[src/rtl/afu_pkg.sv]
// package: request codes, pipeline depth and interpolation tables for the activation unit
package afu_pkg;

  typedef enum logic [2:0] {
    REQ_SIGMOID   = 3'd0,
    REQ_SIGMOID_D = 3'd1,
    REQ_TANH      = 3'd2,
    REQ_TANH_D    = 3'd3,
    REQ_ELU       = 3'd4,
    REQ_ELU_D     = 3'd5
  } req_t;

  // q.16 one, last table index and request-to-result latency in cycles
  localparam logic [16:0] ONE_Q16   = 17'd65536;
  localparam logic [4:0]  TAB_LAST  = 5'd16;
  localparam int          LATENCY   = 6;

  typedef logic [16:0] tab_val_t;

  // sigmoid sampled every 0.5 on [0, 8]
  function automatic tab_val_t sig_entry(input logic [4:0] idx);
    tab_val_t v;
    unique case (idx)
      5'd0:    v = 17'd32768;
      5'd1:    v = 17'd40793;
      5'd2:    v = 17'd47911;
      5'd3:    v = 17'd53581;
      5'd4:    v = 17'd57724;
      5'd5:    v = 17'd60565;
      5'd6:    v = 17'd62428;
      5'd7:    v = 17'd63615;
      5'd8:    v = 17'd64357;
      5'd9:    v = 17'd64816;
      5'd10:   v = 17'd65097;
      5'd11:   v = 17'd65269;
      5'd12:   v = 17'd65374;
      5'd13:   v = 17'd65438;
      5'd14:   v = 17'd65476;
      5'd15:   v = 17'd65500;
      default: v = 17'd65514;
    endcase
    return v;
  endfunction

  // exp(-x) sampled every 0.5 on [0, 8]
  function automatic tab_val_t exp_entry(input logic [4:0] idx);
    tab_val_t v;
    unique case (idx)
      5'd0:    v = 17'd65536;
      5'd1:    v = 17'd39749;
      5'd2:    v = 17'd24109;
      5'd3:    v = 17'd14623;
      5'd4:    v = 17'd8869;
      5'd5:    v = 17'd5380;
      5'd6:    v = 17'd3263;
      5'd7:    v = 17'd1979;
      5'd8:    v = 17'd1200;
      5'd9:    v = 17'd728;
      5'd10:   v = 17'd442;
      5'd11:   v = 17'd268;
      5'd12:   v = 17'd162;
      5'd13:   v = 17'd99;
      5'd14:   v = 17'd60;
      5'd15:   v = 17'd36;
      default: v = 17'd22;
    endcase
    return v;
  endfunction

endpackage

[src/rtl/activation_function_unit.sv]
// activation function unit: sigmoid, tanh, elu and their derivatives
//
// usage: drive req_type and x_value with start high; the request is taken
// at any clock edge where start is high and busy is low. busy is high only
// while rst is high, so a request can enter every cycle.
// the result is driven on y_value with result_valid high for exactly one
// cycle, once the request has passed the stage registers and the output
// register; results come in request order. one result per request,
// one request per cycle sustained.
// pipeline: input register, table read, interpolation multiply,
// interpolate and mirror, 17x17 product, fixed-point conversion and
// saturation. the receiver cannot stall, so there is no backpressure path.
// elu_alpha is written through cfg_valid/cfg_ready (ready always high once
// out of reset); the user must write it only while no request is in flight:
// the block itself does not enforce this.
// synchronous reset clears all stage valid bits and sets elu_alpha to 13107.
module activation_function_unit #(
  parameter int DATA_WIDTH = 16,
  parameter int FRAC_BITS  = 12
) (
  input  logic                         clk,
  input  logic                         rst,
  input  logic                         start,
  output logic                         busy,
  input  logic [2:0]                   req_type,
  input  logic signed [DATA_WIDTH-1:0] x_value,
  input  logic                         cfg_valid,
  output logic                         cfg_ready,
  input  logic [15:0]                  elu_alpha,
  output logic                         result_valid,
  output logic signed [DATA_WIDTH-1:0] y_value
);

  localparam int TW    = DATA_WIDTH + 18;
  localparam int SH_L  = (FRAC_BITS <= 16) ? 16 - FRAC_BITS : 0;
  localparam int SH_R  = (FRAC_BITS > 16) ? FRAC_BITS - 16 : 0;
  localparam int CW    = 48;
  localparam int SHO_L = (FRAC_BITS >= 16) ? FRAC_BITS - 16 : 0;
  localparam int SHO_R = (FRAC_BITS < 16) ? 16 - FRAC_BITS : 0;
  localparam logic signed [CW-1:0] Y_HI = (CW'(1) <<< (DATA_WIDTH - 1)) - CW'(1);
  localparam logic signed [CW-1:0] Y_LO = -Y_HI - CW'(1);

  logic [15:0] alpha;

  // stage 1: request register
  logic                         v1;
  logic [2:0]                   sel1;
  logic signed [DATA_WIDTH-1:0] x1;
  // stage 2: table entries
  logic                         v2;
  logic [2:0]                   sel2;
  logic                         neg2;
  logic signed [DATA_WIDTH-1:0] x2;
  logic [16:0]                  a2, b2;
  logic [14:0]                  f2;
  // stage 3: interpolation product
  logic                         v3;
  logic [2:0]                   sel3;
  logic                         neg3;
  logic signed [DATA_WIDTH-1:0] x3;
  logic [16:0]                  a3;
  logic                         down3;
  logic [31:0]                  prod3;
  // stage 4: function value in q.16
  logic                         v4;
  logic [2:0]                   sel4;
  logic                         neg4;
  logic signed [DATA_WIDTH-1:0] x4;
  logic [16:0]                  val4;
  // stage 5: second product
  logic                         v5;
  logic [2:0]                   sel5;
  logic                         neg5;
  logic signed [DATA_WIDTH-1:0] x5;
  logic [16:0]                  val5;
  logic [33:0]                  mprod5;

  assign busy      = rst;
  assign cfg_ready = !rst;

  // stage 1 logic: magnitude to q.16, segment, fraction and table entries
  logic                  neg_c;
  logic [DATA_WIDTH-1:0] mag_c;
  logic [TW-1:0]         t_c, tt_c;
  logic                  sat_c, use_exp_c;
  logic [4:0]            seg_c;
  logic [16:0]           a_c, b_c;

  always_comb begin
    neg_c     = x1[DATA_WIDTH-1];
    mag_c     = neg_c ? (~x1 + DATA_WIDTH'(1)) : x1;
    t_c       = ({{18{1'b0}}, mag_c} << SH_L) >> SH_R;
    tt_c      = (sel1 == afu_pkg::REQ_TANH || sel1 == afu_pkg::REQ_TANH_D) ? (t_c << 1) : t_c;
    sat_c     = |tt_c[TW-1:19];
    seg_c     = {1'b0, tt_c[18:15]};
    use_exp_c = (sel1 == afu_pkg::REQ_ELU || sel1 == afu_pkg::REQ_ELU_D);
    if (sat_c) begin
      a_c = use_exp_c ? afu_pkg::exp_entry(afu_pkg::TAB_LAST)
                      : afu_pkg::sig_entry(afu_pkg::TAB_LAST);
      b_c = a_c;
    end else begin
      a_c = use_exp_c ? afu_pkg::exp_entry(seg_c) : afu_pkg::sig_entry(seg_c);
      b_c = use_exp_c ? afu_pkg::exp_entry(seg_c + 5'd1) : afu_pkg::sig_entry(seg_c + 5'd1);
    end
  end

  // stage 2 logic: slope times fraction
  logic        down_c;
  logic [16:0] diff_c;
  always_comb begin
    down_c = b2 < a2;
    diff_c = down_c ? (a2 - b2) : (b2 - a2);
  end

  // stage 3 logic: interpolate and mirror sigmoid for negative arguments
  logic [16:0] d_c, iv_c, val_c;
  always_comb begin
    d_c  = prod3[31:15];
    iv_c = down3 ? (a3 - d_c) : (a3 + d_c);
    if (neg3 && sel3 != afu_pkg::REQ_ELU && sel3 != afu_pkg::REQ_ELU_D) begin
      val_c = afu_pkg::ONE_Q16 - iv_c;
    end else begin
      val_c = iv_c;
    end
  end

  // stage 4 logic: operands of the second product
  logic signed [18:0] tq_c;
  logic [16:0]        tm_c, opa_c, opb_c;
  always_comb begin
    tq_c = $signed({2'b00, val4} << 1) - $signed({2'b00, afu_pkg::ONE_Q16});
    tm_c = tq_c[18] ? 17'(-tq_c) : tq_c[16:0];
    unique case (sel4)
      afu_pkg::REQ_SIGMOID_D: begin
        opa_c = val4;
        opb_c = afu_pkg::ONE_Q16 - val4;
      end
      afu_pkg::REQ_TANH_D: begin
        opa_c = tm_c;
        opb_c = tm_c;
      end
      afu_pkg::REQ_ELU: begin
        opa_c = {1'b0, alpha};
        opb_c = afu_pkg::ONE_Q16 - val4;
      end
      afu_pkg::REQ_ELU_D: begin
        opa_c = {1'b0, alpha};
        opb_c = val4;
      end
      default: begin
        opa_c = '0;
        opb_c = '0;
      end
    endcase
  end

  // stage 5 logic: signed q.16 result, conversion and saturation
  logic [17:0]          mp_c;
  logic signed [19:0]   r_c;
  logic [19:0]          rmag_c;
  logic [CW-1:0]        cm_c;
  logic signed [CW-1:0] cv_c;
  logic [DATA_WIDTH-1:0] y_c;
  always_comb begin
    mp_c = mprod5[33:16];
    unique case (sel5)
      afu_pkg::REQ_SIGMOID:   r_c = $signed({3'b000, val5});
      afu_pkg::REQ_SIGMOID_D: r_c = $signed({2'b00, mp_c});
      afu_pkg::REQ_TANH:      r_c = $signed({2'b00, val5, 1'b0})
                                    - $signed({3'b000, afu_pkg::ONE_Q16});
      afu_pkg::REQ_TANH_D:    r_c = $signed({3'b000, afu_pkg::ONE_Q16}) - $signed({2'b00, mp_c});
      afu_pkg::REQ_ELU:       r_c = -$signed({2'b00, mp_c});
      afu_pkg::REQ_ELU_D:     r_c = neg5 ? $signed({2'b00, mp_c})
                                         : $signed({3'b000, afu_pkg::ONE_Q16});
      default:                r_c = '0;
    endcase
    rmag_c = r_c[19] ? 20'(-r_c) : 20'(r_c);
    cm_c   = ({{(CW-20){1'b0}}, rmag_c} << SHO_L) >> SHO_R;
    cv_c   = r_c[19] ? -$signed(cm_c) : $signed(cm_c);
    if (cv_c > Y_HI) begin
      y_c = Y_HI[DATA_WIDTH-1:0];
    end else if (cv_c < Y_LO) begin
      y_c = Y_LO[DATA_WIDTH-1:0];
    end else begin
      y_c = cv_c[DATA_WIDTH-1:0];
    end
    // elu passes nonnegative arguments through untouched
    if (sel5 == afu_pkg::REQ_ELU && !neg5) begin
      y_c = x5;
    end
  end

  always_ff @(posedge clk) begin
    if (rst) begin
      alpha        <= 16'd13107;
      v1           <= 1'b0;
      v2           <= 1'b0;
      v3           <= 1'b0;
      v4           <= 1'b0;
      v5           <= 1'b0;
      result_valid <= 1'b0;
    end else begin
      if (cfg_valid && cfg_ready) begin
        alpha <= elu_alpha;
      end
      v1           <= start && !busy;
      v2           <= v1;
      v3           <= v2;
      v4           <= v3;
      v5           <= v4;
      result_valid <= v5;
    end
  end

  // payload stages
  always_ff @(posedge clk) begin
    sel1   <= req_type;
    x1     <= x_value;
    sel2   <= sel1;
    neg2   <= neg_c;
    x2     <= x1;
    a2     <= a_c;
    b2     <= b_c;
    f2     <= tt_c[14:0];
    sel3   <= sel2;
    neg3   <= neg2;
    x3     <= x2;
    a3     <= a2;
    down3  <= down_c;
    prod3  <= 32'(diff_c) * 32'(f2);
    sel4   <= sel3;
    neg4   <= neg3;
    x4     <= x3;
    val4   <= val_c;
    sel5   <= sel4;
    neg5   <= neg4;
    x5     <= x4;
    val5   <= val4;
    mprod5 <= 34'(opa_c) * 34'(opb_c);
    y_value <= y_c;
  end

endmodule

[config.mk]
export PLATFORM = sky130hd
export DESIGN_NAME = activation_function_unit
export DESIGN_NICKNAME = d
export VERILOG_FILES = /design/src/rtl/afu_pkg.sv /design/src/rtl/activation_function_unit.sv
export SDC_FILE = /design/constraint.sdc
export NUM_CORES = 2
export LEC_CHECK = 0
export ABC_AREA = 1
export BUFFER_PORTS_ARGS = -buffer_cell sky130_fd_sc_hd__buf_4
export CAP_MARGIN = 20
export CORE_MARGIN = 2
export CORE_UTILIZATION = 33
export CTS_BUF_LIST = sky130_fd_sc_hd__clkbuf_16
export CTS_CLUSTER_DIAMETER = 150
export DETAILED_ROUTE_END_ITERATION = 10
export PLACE_DENSITY = 0.5
export RECOVER_POWER = 50
export SLEW_MARGIN = 0
export SYNTH_ARGS = -nofsm -noshare
export SYNTH_HDL_FRONTEND = slang
export SYNTH_SLANG_ARGS = --single-unit
[constraint.sdc]
create_clock -name clk -period 22.5 [get_ports clk]
set_clock_uncertainty 0.05 [all_clocks]
set_input_delay 1.125 -clock clk [delete_from_list [all_inputs] [get_ports clk]]
set_output_delay 1.125 -clock clk [all_outputs]
set_load 0.05 [all_outputs]
Yosys cells after proc, flatten, opt, wreduce, memory -nomap -nowiden
Memory sizes are Yosys's and may differ from the RTL's.
Cells that the tools add are included.
- register bits after elaboration: 304
- memory bits (read-only): 1024
- bits of input ports: 39
- memories kept: 4
- add/subtract/negate cells: 15
- multipliers: 2
- magnitude comparators: 3
- eq/ne operators: 15
- mux-type cells: 22
- bitwise operators: 1
- reduce and logical (&&, ||, !) cells: 13
- memory list (name ; depth ; bits a word ; rd ports ; clocked after Yosys merged registers in ; wr ports ; line ; source):
    (no name shown) ; 16 ; 17 ; 1 ; 0 ; 0 ; afu_pkg.sv:48 ; unique case (idx)
    (no name shown) ; 16 ; 17 ; 1 ; 0 ; 0 ; afu_pkg.sv:48 ;
    (no name shown) ; 16 ; 15 ; 1 ; 0 ; 0 ; afu_pkg.sv:23 ; unique case (idx)
    (no name shown) ; 16 ; 15 ; 1 ; 0 ; 0 ; afu_pkg.sv:23 ;
- operators by type and width (cell ; number):
    $mux 17 ; 10
    $pmux 20 s6 ; 1
    $pmux 17 s3 ; 2
    $mux 16 ; 5
    $sub 17x17->17 ; 3
    $gt 48x16->1 const B ; 1
    $lt 48x16->1 const B ; 1
    $mux 48 ; 1
    $neg 16->48 ; 1
    $sub 18x17->19 const B ; 2
    $mul 17x17->34 ; 1
    $sub 17x17->17 const A ; 2
    $mul 17x15->32 ; 1
    $mux 21 ; 1
    $mux 20 ; 1
    $neg 18->20 ; 1
    $neg 20->20 ; 1
    $sub 17x18->19 const A ; 1
    $eq 3x3->1 const B ; 6
    $mux 18 ; 1
    $add 17x17->17 ; 1
    $lt 17x17->1 ; 1
    $neg 17->17 ; 1
    $add 16x2->16 const B ; 1
    11 further kinds ; 24

Longest topological paths before layout
- depth after elaboration: 10
- depth in mapped cells: 39
- gate-level depth less buffers: 37

Worst setup path after synthesis
Ideal clock, no wire load.
- kind: register to register
- from: reg val4[1]
- to: reg mprod5[27]
- library setup time: 138 ps
- arrival time: 7380 ps
- data required time: 22312 ps
- path slack: 14932 ps
- cell stages (with the launch flop): 32
- buffers on the path: 0
- cells stage by stage: dfxtp_1 inv_1 ha_1 nand2_1 nor4_1 nand2_1 nor2_1 nand3_1 nor3_1 nand4_1 nand3_1 o21ai_0 nor2_1 clkinv_1 nand2_1 fa_1 fa_1 inv_1 fa_1 fa_1 fa_1 inv_1 fa_1 inv_1 ha_1 nand2_1 nor4_1 a21oi_1 o21ai_0 nand2_1 o311ai_0 xor2_1
- longest elaborated chain between the ends: 5
- elaborated cells on any way between the ends: 7
- those cells by class: add/sub (3); mul (1); mux (3)
- ends and longest elaborated chain (item ; line ; source):
    start: declaration ; activation_function_unit.sv:69 ; logic [16:0] val4;
    start signal: assignment ; activation_function_unit.sv:234 ; val4 <= val_c;
    $sub 18x17->19 ; activation_function_unit.sv:131 ; tq_c = $signed({2'b00, val4} << 1) - $signed({2'b00, afu_pkg::ONE_Q16});
    $neg 17->17 ; activation_function_unit.sv:132 ; tm_c = tq_c[18] ? 17'(-tq_c) : tq_c[16:0];
    $mux 17 ; activation_function_unit.sv:132 ;
    $pmux 17 s3 ; activation_function_unit.sv:133 ; unique case (sel4)
    $mul 17x17->34 (*) ; activation_function_unit.sv:239 ; mprod5 <= 34'(opa_c) * 34'(opb_c);
    end signal: assignment ; activation_function_unit.sv:239 ;
    end: declaration ; activation_function_unit.sv:76 ; logic [33:0] mprod5;
Every way passes the cells marked *; elsewhere a longest branch is shown, timed or not.
A chain may end at the register's enable or synchronous reset.

Final worst setup path
- from: reg val4[0]
- to: reg mprod5[27]
Same word-level chain as after synthesis.

==> impl_metrics.env <==
export IMPL_cp_slowest_cell="nor4_1"
export IMPL_dp_cells=4984
export IMPL_syn_num_nets=4515
export IMPL_ys_warn_count=0
export IMPL_cpPeakStageDelay_ps=630
export IMPL_clockBufferDepth=3
export IMPL_synth_avg_cell_area_um2=7.62
export IMPL_yosysSeqAreaShare=0.182
export IMPL_utilization=0.362
export IMPL_routed_wirelength_mm=84.7
export IMPL_criticalPathCategory="reg -> reg"
export IMPL_fin_crit_sh=0.407
export IMPL_layout_setup_ws_ps=13340
export IMPL_end_kind="register"
export IMPL_antenna_cells=0
export IMPL_drive_gt1_frac=0.0558
export IMPL_outcome="completed"
export IMPL_die_area_um2=90900
export IMPL_postRouteAntennaNets=0
export IMPL_grt_util_all_layers=0.190
export IMPL_start_util=0.332
export IMPL_n_fill_cell=9495
export IMPL_synth_edf_count=0
export IMPL_syn_inst=3833
export IMPL_tns_ps=0
export IMPL_worst_pin_slew_ps=1010
export IMPL_min_period_ps=9160
export IMPL_antenna_found_initial=0
export IMPL_grt_pass1_vias=24500
export IMPL_hold_viol=0
export IMPL_critPathMaxFanout=9
export IMPL_drt_iter0_drc=1722
export IMPL_cp_required_ps=22890
export IMPL_arrival_ps=9550
export IMPL_syn_cell_area_um2=29200
export IMPL_dp_hpwl_mm=69.9
export IMPL_areaGrowthSynthToFinish_pct=9.21
export IMPL_hold_class="reg -> reg"
export IMPL_synth_distinct_cells=54
export IMPL_mostFrequentLayoutCells="inv_1, nand2_1, nor2_1"
export IMPL_rows=109
export IMPL_pre_cts_slack_ps=13280
export IMPL_ios=58
export IMPL_cts_made_buffers=30
export IMPL_hold_buffers=0
export IMPL_cpMostUsedCell="fa_1"
export IMPL_grt_max_degree=42
export IMPL_cts_tree="built"
export IMPL_cts_root_buf="clkbuf_16"
export IMPL_cts_resized_gates=0
export IMPL_via_per_inst=4.76
export IMPL_synthFlopType="dfxtp_1"
export IMPL_maxCapViolCount=0
export IMPL_htree_levels=1
export IMPL_first_pass_iters=5
export IMPL_cts_setup_buffers=0
export IMPL_synth_seq_cells=265
export IMPL_gp_congestion=0.925
export IMPL_path_buf_inv=5
export IMPL_die_y_um=302
export IMPL_setup_viol=0
export IMPL_clock_sinks=265
export IMPL_core_um2=88100
export IMPL_grt_overflow=0
export IMPL_path_delay_family="adder cells"
export IMPL_postSynth_asyncResetShare=0
export IMPL_mostFrequentLayoutCell="inv_1"
export IMPL_fin_nets=4533
export IMPL_clkLatencyLatePin_ps=580
export IMPL_vias=24000
export IMPL_final_cells=5038
export IMPL_numPortBuffers=57
export IMPL_path_clk_slew_ps=60
export IMPL_drc=0
export IMPL_wire_per_inst_um=16.8
export IMPL_start_kind="register"
export IMPL_rsz0062_at_grt="no"
export IMPL_finalMaxSlewViolations=0
export IMPL_die_x_um=302
export IMPL_slew_headroom=0.323
export IMPL_clock_fmax_mhz=109
export IMPL_grt_pass1_wl_mm=136
## cell type report
class                   instances  area [µm²]  share of cell area
clock buffers                  31         776              0.0243
clock inverters                23         277             0.00867
inverters                     800        3000              0.0941
multi-input cells            2680       20500               0.644
flip-flops and latches        265        5310               0.166
well taps                    1165        1460              0.0457
repair buffers                 74         548              0.0172
## flip-flops by register name (all words and copies together), names as in the netlist, 16 cells and up
register	count
a2	17
a3	17
alpha	16
b2	17
mprod5	18
prod3	17
val4	17
val5	17
x1	16
y_value	16
## Yosys cell counts, types with 10 or more instances
cell type / number / area (µm²)
xor2_1: 103 / 902
o22ai_1: 14 / 87.6
a21oi_2: 11 / 96.3
ha_1: 284 / 3550
clkinv_1: 12 / 45.0
nand3_2: 12 / 120
nor3_1: 30 / 150
xnor2_1: 33 / 289
nand4_1: 21 / 131
o21ai_0: 154 / 771
or2_2: 18 / 113
nand2_1: 760 / 2850
o21a_1: 11 / 82.6
dfxtp_1: 265 / 5310
inv_2: 10 / 37.5
clkbuf_1: 73 / 274
nand2_2: 18 / 113
fa_1: 359 / 7190
nor2_1: 417 / 1570
nor2_2: 17 / 106
o21ai_1: 15 / 75.1
nand3_1: 127 / 636
inv_1: 778 / 2920
a21oi_1: 168 / 841
## cells by family (layout without fill, tap and decap cells)
family	count (synthesis)	after routing	share of synthesized area
AO/OA/AOI/OAI	449	449	0.0874
other	1	1	0.000128
AND/OR/NAND/NOR	1451	1451	0.207
buffers and inverters	888	928	0.115
flip-flops	265	265	0.182
adder cells (fa/ha/maj)	643	643	0.368
XOR/XNOR	136	136	0.0408
## routing by layer
| layer | track usage | part of all wire | wire (µm) |
|---|---|---|---|
| met4 | 0.0459 | 0.025 | 2080 |
| met2 | 0.325 | 0.47 | 40200 |
| met1 | 0.258 | 0.46 | 38800 |
| met3 | 0.0168 | 0.042 | 3560 |
| met5 | 0 | 0 | 0 |
## per-stage QoR
stage	hold slack [ps]	instance area, µm²
2_1_floorplan	260	29200
3_3_place_gp	260	30900
3_5_place_dp	262	30900
4_1_cts	276	31900
5_1_grt	277	31900
6_report	275	31900
## final timing paths
| check | from | endpoint | slack [ps] | cells past startpoint |
|---|---|---|---|---|
| max | val4[0]$_DFF_P_ | mprod5[27]$_DFF_P_ | 13340 | 31 |
| min | x3[7]$_DFF_P_ | x4[7]$_DFF_P_ | 270 | 0 |
| max reg2reg | val4[0]$_DFF_P_ | mprod5[27]$_DFF_P_ | 13340 | 31 |
| min reg2reg | x3[7]$_DFF_P_ | x4[7]$_DFF_P_ | 270 | 0 |
Power is not shown: default switching activity piles up to over one toggle a cycle in this logic, so the estimate is an artifact.
